<file path="src/rtl/prf_pkg.sv">
`timescale 1ns / 1ps
package prf_pkg;

  localparam int unsigned MaxFactorsDefault = 16;
  localparam int unsigned ModWidthDefault   = 32;

  // sequencer states
  typedef enum logic [4:0] {
    StIdle,
    StFacChk,      // test d*d <= cofactor
    StFacDiv,      // start cofactor / d
    StFacDivWait,
    StFacStore,    // d divides: record it
    StFacStrip,    // divide cofactor by d repeatedly
    StFacStripWait,
    StFacTail,
    StCandStart,
    StExpDiv,      // phi / p
    StExpDivWait,
    StPowInit,
    StPowMul,      // start a modular product
    StPowMulWait,
    StPowNext,
    StPowCheck,
    StCandNext,
    StOut
  } state_e;

  // command from the sequencer to the divider
  typedef struct packed {
    logic start;
    logic sel_prod; // 1: dividend is the 64-bit product, else zero-extended word
  } div_cmd_t;

endpackage

</file>
<file path="src/rtl/prf_divider.sv">
`timescale 1ns / 1ps
// Restoring divider, one quotient bit per cycle, 64-bit dividend, 32-bit divisor.
module prf_divider import prf_pkg::*; (
  input  logic        clk_i,
  input  logic        rst_ni,
  input  logic        start_i,
  input  logic [63:0] dividend_i,
  input  logic [31:0] divisor_i,
  output logic        busy_o,
  output logic [63:0] quot_o,
  output logic [31:0] rem_o
);

  logic [63:0] quot_q, quot_d;
  logic [32:0] rem_q, rem_d;
  logic [31:0] div_q, div_d;
  logic [6:0]  cnt_q, cnt_d;
  logic        busy_q, busy_d;
  logic [33:0] trial;

  assign trial = {rem_q, quot_q[63]} - {2'b00, div_q};

  always_comb begin
    quot_d = quot_q;
    rem_d  = rem_q;
    div_d  = div_q;
    cnt_d  = cnt_q;
    busy_d = busy_q;
    if (start_i) begin
      quot_d = dividend_i;
      rem_d  = '0;
      div_d  = divisor_i;
      cnt_d  = 7'd64;
      busy_d = 1'b1;
    end else if (busy_q) begin
      if (!trial[33]) begin
        rem_d = trial[32:0];
        quot_d = {quot_q[62:0], 1'b1};
      end else begin
        rem_d = {rem_q[31:0], quot_q[63]};
        quot_d = {quot_q[62:0], 1'b0};
      end
      cnt_d = cnt_q - 7'd1;
      if (cnt_q == 7'd1) busy_d = 1'b0;
    end
  end

  always_ff @(posedge clk_i or negedge rst_ni) begin
    if (!rst_ni) begin
      busy_q <= 1'b0;
      cnt_q  <= '0;
    end else begin
      busy_q <= busy_d;
      cnt_q  <= cnt_d;
    end
  end

  always_ff @(posedge clk_i) begin
    quot_q <= quot_d;
    rem_q  <= rem_d;
    div_q  <= div_d;
  end

  assign busy_o = busy_q;
  assign quot_o = quot_q;
  assign rem_o  = rem_q[31:0];

endmodule

</file>
<file path="config.mk">
export PLATFORM = sky130hd
export DESIGN_NAME = prf_divider
export DESIGN_NICKNAME = d
export VERILOG_FILES = /design/src/rtl/prf_pkg.sv /design/src/rtl/prf_divider.sv
export SDC_FILE = /design/constraint.sdc
export NUM_CORES = 1
export LEC_CHECK = 0
export BUFFER_PORTS_ARGS = -buffer_cell sky130_fd_sc_hd__clkbuf_2
export CAP_MARGIN = 20
export CORE_MARGIN = 3
export CORE_UTILIZATION = 55
export CTS_CLUSTER_DIAMETER = 60
export DETAILED_ROUTE_END_ITERATION = 10
export GPL_TIMING_DRIVEN = 1
export PLACE_DENSITY = 0.93
export REMOVE_ABC_BUFFERS = 1
export SETUP_SLACK_MARGIN = 0.3
export SLEW_MARGIN = 20
export SYNTH_ARGS = -nofsm -noshare
export SYNTH_HDL_FRONTEND = slang
export SYNTH_SLANG_ARGS = --single-unit
</file>
<file path="constraint.sdc">
create_clock -name clk_i -period 8.6 [get_ports clk_i]
set_input_delay 0 -clock clk_i [delete_from_list [all_inputs] [get_ports clk_i]]
set_output_delay 0 -clock clk_i [all_outputs]
set_load 0.01 [all_outputs]
</file>
==> flow_summary.toml, run 1 <==
[routing]
drt_iter0_drc = 516
antenna_left = 0
dr.pass1.iters = 5
drt_wl_total_mm = 22.5
remaining_drc_errors = 0
vias = 6617
vias_per_cell = 5.82
wl_per_cell_um = 19.8

[logic_synthesis]
synthAdderAreaFrac_pct = 5.69
synth_edf_count = 96
synth_cell_types = 73
synth-seq-cells = 137
syn_avg_cell_area_um2 = 11.3
synth_top_family_by_area = "compound AO/OA/AOI/OAI gates"
syn_area_um2 = 7820
synth_compound_area_share_pct = 14.5
synth.area.top_cells = "edfxtp_1, mux2_2, dfxtp_1, ha_1, a311oi_2"
yosys.area_share.simple_pct = 11.1
synth_top_area_cell = "edfxtp_1"
synth_mux_area_share_pct = 9.33
synth-seq-area-share_pct = 47.9
synth_top_cell_area_share_pct = 36.9
synth_xor_area_share_pct = 4.62
async_flop_share_pct = 5.84
synthCells = 694
ys_warn_count = 0
ys.flop_type = "edfxtp_1"

[sta]
fmax_ghz = 0.290
period_needed_ns = 3.45
worst_pin_slew_ns = 0.975
finalSetupViolations = 0
fin_crit_sh_pct = 40.1
hold_viol_final = 0
skew_ns = 0.0114
slew_violations = 0
setup-tns-final_ns = 0
maxSlewHeadroom_pct = 35.0
rsz0062_at_grt = "no"

[worst_setup_path]
worstPathRequired_ns = 8.92
r2r-start = "div_q[3]"
start_kind = "register"
r2r_end = "rem_q[6]"
cp_max_fo = 33
worstRegToRegCells = 11
critical_path_class = "register to register"
ff2ff_setup_slack_ns = 5.15
cp_data_arrival_time_ns = 3.78
critPathCaptureType = "register"

[hold_path]
min_from = "start_i"
hp-class = "primary input to register"
hold_depth = 2
hold-path-endpoint = "cnt_q[5]"

[power]
vdd_drop_max_uv = 141
powerDensity_nw_per_um2 = 196
p_comb_share_pct = 23.3
clockPowerShare_pct = 33.3
p_leak_nw = 4.48
p_sw_share_pct = 30.6
power_frac_seq_pct = 43.4
intPower_mw = 1.38
p_sw_mw = 0.611

[clocking]
path_clk_slew_ns = 0.06
cts_tree = "built"
cts_max_path_buffers = 2
clockRootBuffer = "clkbuf_16"
clkSinkCount = 137
clock_latency_ns = 0.43
cts-htree-levels = 4
cts_buffers = 17

[final_layout]
final_area_um2 = 10200
area_growth_pct = 30.0
nets = 1080
final_util_pct = 75.0
nFillCells = 834
drive_above_1_share_pct = 34.8
layout_commonest_cell = "clkbuf_2"
final_cell_mix = "clkbuf_2, dlygate4sd3_1, edfxtp_1"

[floorplan]
dieArea_um2 = 15700
die_y_um = 125
io_pins = 196
die_x_um = 125
core_um2 = 13600
start_util_pct = 57.7
rows = 42

[global_route]
grt_max_degree = 80
track_usage_pct = 28.7
gr-total-overflow = 0
grt_pass1_wl_mm = 35.5
antenna_found_initial = 1
grt_pass1_vias = 6638

[placed_design]
dp_hpwl_mm = 13.3
gp_congestion = 0.918
dpl_cell_area_um2 = 8650
portBuffers = 195

[flow_run]
cap_viol_max_count = 0

[run_status]
status = "finished, final reports clean"
timing repair:
action                                 4_1_cts  5_1_grt
gates resized for setup                      0        0
hold buffers                                98        0
endpoints found under the hold margin      104        0
buffers inserted                             0        0
layer usage:
| layer | global-route usage [%] | wire [um] | vias up |
|---|---|---|---|
| li1 | - | - | 3022 |
| met1 | 33.2 | 8540 | 3153 |
| met2 | 49.1 | 11300 | 369 |
| met3 | 7.55 | 1690 | 73 |
| met4 | 14.5 | 1030 | 0 |
| met5 | 0 | 0 | - |
metrics by stage:
step / instances / hold WS [ns] / total power, mW / setup WS, ns
floorplan: 631 / -0.296 / 1.12 / 5.37
finish: 1136 / 0.0363 / 1.99 / 5.15
detailed placement: 1005 / -0.145 / 1.28 / 5.25
CTS: 1135 / 0.0350 / 1.97 / 5.21
global route: 1136 / 0.0651 / 2.07 / 4.97
global placement: 1005 / -0.146 / 1.26 / 5.33
state kept, by name, indices dropped and copies added (netlist names):
register  cells
quot_o       64
busy_o        1
cnt_q         7
rem_q        33
div_q        32
power groups by stage:
stage                     registers [mW]  clock network [mW]  logic, mW
after floorplan                    0.887                   0      0.235
after global placement             0.863                   0      0.395
after detailed placement           0.865                   0      0.410
after CTS                          0.856               0.663      0.448
after global routing               0.873               0.698      0.503
final                              0.864               0.664      0.465
worst max path at each step:
stage	start	end	slack [ns]
2_1_floorplan	busy_o	quot_o[0]	5.37
4_1_cts	rem_q[27]	rem_q[6]	5.21
3_3_place_gp	rem_q[27]	rem_q[26]	5.33
6_report	div_q[3]	rem_q[6]	5.15
3_5_place_dp	rem_q[27]	rem_q[27]	5.25
5_1_grt	rem_q[27]	rem_q[6]	4.97
cell usage after synthesis, types with 3 or more instances:
cell type	count
clkbuf_1	22
nand3_1	9
nand4_1	9
inv_1	38
buf_4	34
nand2_1	82
buf_6	4
xnor2_1	21
a211oi_1	6
nor3_1	6
nand3b_1	5
o21ai_1	3
o21a_1	4
nor2_1	48
a21oi_2	3
ha_1	34
dfxtp_1	33
edfxtp_1	96
xor2_1	14
a21o_1	13
a311oi_2	22
a311oi_1	3
nor4_1	3
dfrtp_1	8
nand2b_1	5
a21oi_1	27
o31ai_1	4
a31o_2	3
nor2b_1	3
o21ai_0	12
mux2_2	63
worst max-delay path, stage by stage, from the launching register on:
cell,delay (ns)
edfxtp_1,0.41
inv_1,0.09
ha_1,0.31
a21o_1,0.21
a21oi_2,0.14
a21oi_1,0.16
nor3_4,0.28
a31oi_4,0.14
o21ai_4,0.32
xor2_4,0.77
nand2_1,0.18
a311oi_2,0.32
final cells by class:
| class | instances | area [um^2] | area share (%) |
|---|---|---|---|
| repair buffers | 296 | 1990 | 19.5 |
| diodes | 1 | 2.50 | 0.0246 |
| inverters | 38 | 143 | 1.40 |
| multi-input cells | 456 | 3540 | 34.8 |
| clock buffers | 18 | 429 | 4.22 |
| clock inverters | 14 | 101 | 0.997 |
| flip-flops and latches | 137 | 3740 | 36.8 |
| well taps | 176 | 220 | 2.17 |
logic make-up after synthesis:
group | count (synthesis)
AO/OA/AOI/OAI | 133
AND/OR/NAND/NOR | 186
flip-flops | 137
buffers and inverters | 101
adder cells (fa/ha/maj) | 35
XOR/XNOR | 37
multiplexers | 65
Note: power is estimated with default switching activity, not from simulation.
==> run 2, diff against run 1 <==
--- a/config.mk
+++ b/config.mk
@@ -5,6 +5,7 @@
 export SDC_FILE = /design/constraint.sdc
 export NUM_CORES = 1
 export LEC_CHECK = 0
+export ABC_AREA = 1
 export BUFFER_PORTS_ARGS = -buffer_cell sky130_fd_sc_hd__clkbuf_2
 export CAP_MARGIN = 20
 export CORE_MARGIN = 3
@@ -12,7 +13,7 @@
 export CTS_CLUSTER_DIAMETER = 60
 export DETAILED_ROUTE_END_ITERATION = 10
 export GPL_TIMING_DRIVEN = 1
-export PLACE_DENSITY = 0.93
+export PLACE_DENSITY = 0.92
 export REMOVE_ABC_BUFFERS = 1
 export SETUP_SLACK_MARGIN = 0.3
 export SLEW_MARGIN = 20
==> constraint.sdc (replaced) <==
create_clock -name clk_i -period 3.55 [get_ports clk_i]
set_input_delay 0 -clock clk_i [delete_from_list [all_inputs] [get_ports clk_i]]
set_output_delay 0 -clock clk_i [all_outputs]
set_load 0.01 [all_outputs]
==> run 2 against run 1 <==
  * Synthesized area is 12% higher
  * Register-to-register slack lost 4.2 ns
  * Non-clock buffer count increased by 4
  * Highest routed layer unchanged
  * Sequential cell count stayed put
  * Global-route usage rose by 3.3 points
  * Critical path depth is 3 higher
  * Largest power group unchanged
==> flow_summary.toml, run 2 <==
[run_status]
status = "finished, final reports clean"

[clocking]
cts_max_path_buffers = 2
cts_buffers = 17
path_clk_slew_ns = 0.06
cts_setup_buffers = 0
clockRootBuffer = "clkbuf_16"
clkSinkCount = 137
clock_latency_ns = 0.43
cts-htree-levels = 4
cts_tree = "built"

[floorplan]
rows = 45
core_um2 = 15400
start_util_pct = 56.8
die_y_um = 132
dieArea_um2 = 17500
io_pins = 196
die_x_um = 132

[routing]
antenna_left = 0
vias_per_cell = 5.19
drt_wl_total_mm = 27.9
wl_per_cell_um = 16.3
remaining_drc_errors = 0
drt_iter0_drc = 777
vias = 8863
dr.pass1.iters = 5

[logic_synthesis]
synthTopCellsByCount = "nand2_1, inv_1, nand3_1, edfxtp_1, nor2_1"
synth_edf_count = 96
async_flop_share_pct = 5.84
synthAdderAreaFrac_pct = 5.08
synth_most_common_cell = "nand2_1"
synth_top_family_by_area = "simple AND/OR/NAND/NOR gates"
yosys.area_share.simple_pct = 34.9
ys.flop_type = "edfxtp_1"
synth.area.top_cells = "edfxtp_1, nand2_1, inv_1, dfxtp_1, nand3_1"
synthCells = 1228
synth_xor_area_share_pct = 1.60
syn_area_um2 = 8770
syn_avg_cell_area_um2 = 7.14
synth-seq-area-share_pct = 42.7
synth-seq-cells = 137
synth_top_cell_area_share_pct = 32.9
synth_compound_area_share_pct = 2.20
synth_mux_area_share_pct = 0
synth_top_area_cell = "edfxtp_1"
synth_cell_types = 37
ys_warn_count = 0

[sta]
hold_viol_final = 0
setup-tns-final_ns = 0
maxSlewHeadroom_pct = 34.6
finalSetupViolations = 0
rsz0062_at_grt = "no"
fmax_ghz = 0.378
slew_violations = 0
skew_ns = 0.0139
fin_crit_sh_pct = 74.5
period_needed_ns = 2.65
worst_pin_slew_ns = 0.980

[hold_path]
hp-class = "primary input to register"
min_from = "divisor_i[30]"

[placed_design]
dp_cells = 1578
portBuffers = 195
gp_congestion = 0.954
dp_hpwl_mm = 18.3

[worst_setup_path]
worst_path_most_repeated_cell = "nand2_1"
max_stage_delay_ns = 0.38
start_kind = "register"
cp_max_fo = 21
worstSetupStartpoint = "div_q[27]"
cp_slowest_cell = "edfxtp_1"
critical_path_class = "register to register"
worstPathCellList = "inv_1, ha_1, nand2_1, nor2_2, nand2_1, nor2_1, nor2_4, nand2_4, nand2_2, nand2_1, buf_4, nand2_1, nand3_1, nand2_1"
cp_data_arrival_time_ns = 2.96
critPathBufInv = 2
cp_top_family = "simple AND/OR/NAND/NOR gates"
r2r-start = "div_q[27]"
worstPathRequired_ns = 3.87
critPathCaptureType = "register"

[final_layout]
largest_register_ffs = 64
final_util_pct = 73.1
nets = 1619
final_cell_mix = "nand2_1, inv_1, clkbuf_2"
drive_above_1_share_pct = 17.9
area_growth_pct = 28.7
final_cells = 1708
layout_commonest_cell = "nand2_1"

[power]
p_leak_nw = 6.27
powerDensity_nw_per_um2 = 399
finalPower_mw = 4.50
vdd_drop_max_uv = 322

[global_route]
grt_pass1_wl_mm = 44.5
track_usage_pct = 32.0
antenna_found_initial = 0
gr-total-overflow = 0
grt_max_degree = 82
grt_pass1_vias = 8703

[flow_run]
cap_viol_max_count = 0
## run 2: cell type report
type                    instances  area (um^2)
fillers                      1181         4140
multi-input cells             816         3850
flip-flops and latches        137         3740
repair buffers                300         2030
inverters                     213          801
clock buffers                  17          425
well taps                     211          264
clock inverters                13          170
diodes                          1         2.50
## run 2: power by group
group / leakage (nW) / internal, mW / total (mW) / switching, mW
Clock: 0.282 / 1.11 / 1.86 / 0.751
Combinational: 4.61 / 0.287 / 0.703 / 0.415
Sequential: 1.38 / 1.86 / 1.94 / 0.0863
## run 2: worst paths after layout
path	end	slack, ns	cells past startpoint
hold / removal	div_q[30]	0.28	2
hold reg to reg	rem_q[4]	0.48	2
max in group asynchronous	cnt_q[0]	2.66	3
setup reg to reg	rem_q[23]	0.90	14
setup / recovery	rem_q[23]	0.90	14
min in group asynchronous	cnt_q[1]	0.58	3
## run 2: what timing repair did
action / 4_1_cts / 5_1_grt
hold endpoints to repair: 105 / 0
hold buffers: 99 / 0
resized for setup: 0 / 0
## run 2: stage by stage
stage                     cell area (um^2)  setup WS [ns]  hold WS [ns]
after floorplan                       8380          0.188        -0.296
after global placement                9690           1.03        -0.144
after detailed placement              9690          0.982        -0.141
after CTS                            11300          0.948         0.273
after global routing                 11300          0.686         0.288
final                                11300          0.904         0.283
## run 2: cells by family after synthesis
| logic type | after synthesis |
|---|---|
| flip-flops | 137 |
| XOR/XNOR | 16 |
| adder cells (fa/ha/maj) | 35 |
| AND/OR/NAND/NOR | 731 |
| AO/OA/AOI/OAI | 34 |
| buffers and inverters | 275 |
## run 2: layer usage
layer  share of wire [%]  wire length, um  global-route usage (%)
met1                  40            11100                    39.1
met2                  48            13500                    54.5
met3                 7.8             2170                    6.60
met4                 4.3             1210                    14.5
met5                   0                0                       0
==> run 3, diff against run 2 <==
--- a/config.mk
+++ b/config.mk
@@ -5,15 +5,15 @@
 export SDC_FILE = /design/constraint.sdc
 export NUM_CORES = 1
 export LEC_CHECK = 0
-export ABC_AREA = 1
+export ABC_AREA = 0
 export BUFFER_PORTS_ARGS = -buffer_cell sky130_fd_sc_hd__clkbuf_2
 export CAP_MARGIN = 20
 export CORE_MARGIN = 3
-export CORE_UTILIZATION = 55
+export CORE_UTILIZATION = 49
 export CTS_CLUSTER_DIAMETER = 60
 export DETAILED_ROUTE_END_ITERATION = 10
 export GPL_TIMING_DRIVEN = 1
-export PLACE_DENSITY = 0.92
+export PLACE_DENSITY = 0.88
 export REMOVE_ABC_BUFFERS = 1
 export SETUP_SLACK_MARGIN = 0.3
 export SLEW_MARGIN = 20
==> constraint.sdc (replaced) <==
create_clock -name clk_i -period 2.4 [get_ports clk_i]
set_input_delay 0 -clock clk_i [delete_from_list [all_inputs] [get_ports clk_i]]
set_output_delay 0 -clock clk_i [all_outputs]
set_load 0.01 [all_outputs]
==> run 3 against run 2 <==
  * Global-route usage down 6.2 points
  * Clock power up 33%
  * The run now ends with negative setup slack left
  * Count of clock-buffer cells in the layout did not move
  * Cell area increased by 4.9%
  * Critical path depth rose by 1
  * Sequential cell count is the same
  * Die area up 0.13%
  * Sequential power is 58% higher
  * Utilization rose by 3.6 points
==> flow_summary.toml, run 3 (synthesis results as in run 1) <==
[worst_setup_path]
critPathCaptureType = "register"
critPathBufInv = 4
cp_slowest_cell = "fa_2"
worstPathRequired_ns = 2.73
max_stage_delay_ns = 0.39
r2r-start = "quot_o[63]"
cp_max_fo = 3
ff2ff_setup_slack_ns = -0.48
worstRegToRegCells = 15
worstPathCellList = "inv_1, ha_2, fa_2, nand2b_4, a21oi_2, o21ai_1, buf_4, a31oi_4, a221oi_4, o21ai_2, buf_4, buf_4, xor2_1, nand2_1, a311oi_2"
worst_path_most_repeated_cell = "buf_4"
critical_path_class = "register to register"
cp_data_arrival_time_ns = 3.21
r2r_end = "rem_q[28]"
cp_top_family = "compound AO/OA/AOI/OAI gates"
start_kind = "register"

[hold_path]
hold_depth = 2
hp-class = "primary input to register"
hold-path-endpoint = "div_q[5]"
min_from = "divisor_i[5]"

[final_layout]
largest_register_ffs = 64
area_growth_pct = 51.4
final_cell_mix = "clkbuf_2, buf_4, dlygate4sd3_1"
layout_commonest_cell = "clkbuf_2"
diodes = 0
nets = 1209
nFillCells = 940
final_util_pct = 76.8
drive_above_1_share_pct = 49.2

[sta]
setup-tns-final_ns = -12.59
fmax_ghz = 0.347
maxSlewHeadroom_pct = 60.0
hold_viol_final = 0
skew_ns = 0.0117
worst_pin_slew_ns = 0.599
setup_ws_ns = -0.479
period_needed_ns = 2.88
rsz0062_at_grt = "yes"
fin_crit_sh_pct = 120
finalSetupViolations = 34
slew_violations = 0

[routing]
wl_per_cell_um = 19.1
dr.pass1.iters = 6
vias_per_cell = 5.52
drt_iter0_drc = 554
remaining_drc_errors = 0
vias = 7175
drt_wl_total_mm = 24.8
antenna_left = 0

[placed_design]
dp_hpwl_mm = 14.7
portBuffers = 195
gp_congestion = 0.905

[run_status]
status = "finished, violations left"
violations = "negative setup slack"

[floorplan]
core_um2 = 15400
io_pins = 196
die_y_um = 132
die_x_um = 132
rows = 45
dieArea_um2 = 17500
start_util_pct = 50.7

[clocking]
clock_latency_ns = 0.43
clkSinkCount = 137
clockRootBuffer = "clkbuf_16"
cts_max_path_buffers = 2
cts_buffers = 17
cts-htree-levels = 4
path_clk_slew_ns = 0.06
cts_tree = "built"

[power]
power_frac_seq_pct = 40.0
p_sw_share_pct = 31.2
vdd_drop_max_uv = 573
p_sw_mw = 2.38
intPower_mw = 5.27
clockPowerShare_pct = 32.2
powerDensity_nw_per_um2 = 646
p_leak_nw = 5.30
p_comb_share_pct = 27.8

[global_route]
grt_pass1_wl_mm = 36.2
track_usage_pct = 25.7
grt_max_degree = 66
gr-total-overflow = 0
grt_pass1_vias = 7444
antenna_found_initial = 0

[flow_run]
cap_viol_max_count = 0
## run 3: cell count changes in the layout (fill, tap and decap cells not counted), sizes merged, moves of 11 or more
| cell | before | now |
|---|---|---|
| nand2 | 551 | 82 |
| mux2 | 0 | 63 |
| a21o | 1 | 13 |
| inv | 215 | 46 |
| xnor2 | 11 | 22 |
| buf | 7 | 128 |
| nand3 | 102 | 9 |
| a311oi | 0 | 25 |
## run 3: worst max-delay path by stage
| stage | start | to | slack (ns) | cells past startpoint |
|---|---|---|---|---|
| floorplan | busy_o | quot_o[0] | -0.83 | 1 |
| global placement | div_q[12] | rem_q[32] | -0.38 | 11 |
| detailed placement | div_q[12] | rem_q[31] | -0.49 | 12 |
| CTS | div_q[28] | rem_q[4] | -0.38 | 12 |
| global route | quot_o[63] | rem_q[28] | -0.58 | 15 |
| finish | quot_o[63] | rem_q[28] | -0.48 | 15 |
## run 3: stage by stage
stage / total power [mW] / hold slack (ns) / cells / cell area [um^2] / worst slack, ns
floorplan: 4.02 / -0.296 / 631 / 7430 / -0.826
global placement: 4.74 / -0.146 / 1149 / 9590 / -0.377
detailed placement: 4.80 / -0.147 / 1149 / 9590 / -0.493
CTS: 7.50 / 0.270 / 1286 / 11400 / -0.385
global route: 7.97 / 0.288 / 1299 / 11800 / -0.576
finish: 7.65 / 0.286 / 1299 / 11800 / -0.479
## run 3: area by class of cell
cell class	instances	area, um^2	area share [%]
Clock buffer	17	425	3.59
Clock inverter	15	133	1.12
Inverter	38	143	1.20
Multi-Input combinational cell	456	3990	33.7
Sequential cell	137	3740	31.6
Tap cell	211	264	2.23
Timing Repair Buffer	425	3150	26.6
## run 3: repair_timing
item,CTS,global route
cloned,1,4
pin swaps,18,44
endpoints found under the setup margin,34,34
hold buffers,99,0
hold endpoints to repair,112,0
setup buffers,5,9
resized for setup,40,57
## run 3: worst register-to-register path, stage by stage, from the launching register on
cell	delay, ns
edfxtp_1	0.35
inv_1	0.05
ha_2	0.21
fa_2	0.39
nand2b_4	0.17
a21oi_2	0.16
o21ai_1	0.08
buf_4	0.16
a31oi_4	0.16
a221oi_4	0.10
o21ai_2	0.17
buf_4	0.14
buf_4	0.10
xor2_1	0.17
nand2_1	0.10
a311oi_2	0.27
## run 3: power groups by stage
stage / registers [mW] / clock network [mW] / logic (mW)
2_1_floorplan: 3.18 / 0 / 0.843
6_report: 3.06 / 2.47 / 2.13
3_3_place_gp: 3.07 / 0 / 1.67
3_5_place_dp: 3.08 / 0 / 1.72
4_1_cts: 3.04 / 2.51 / 1.94
5_1_grt: 3.10 / 2.60 / 2.27
## run 3: per-layer routing
metal	vias up	share of wire (%)	wire, um	GRT usage (%)
li1	3272	-	-	-
met1	3451	37	9060	28.9
met2	364	52	12900	46.5
met3	88	7.6	1880	6.41
met4	0	3.8	948	10.6
met5	-	0	0	0
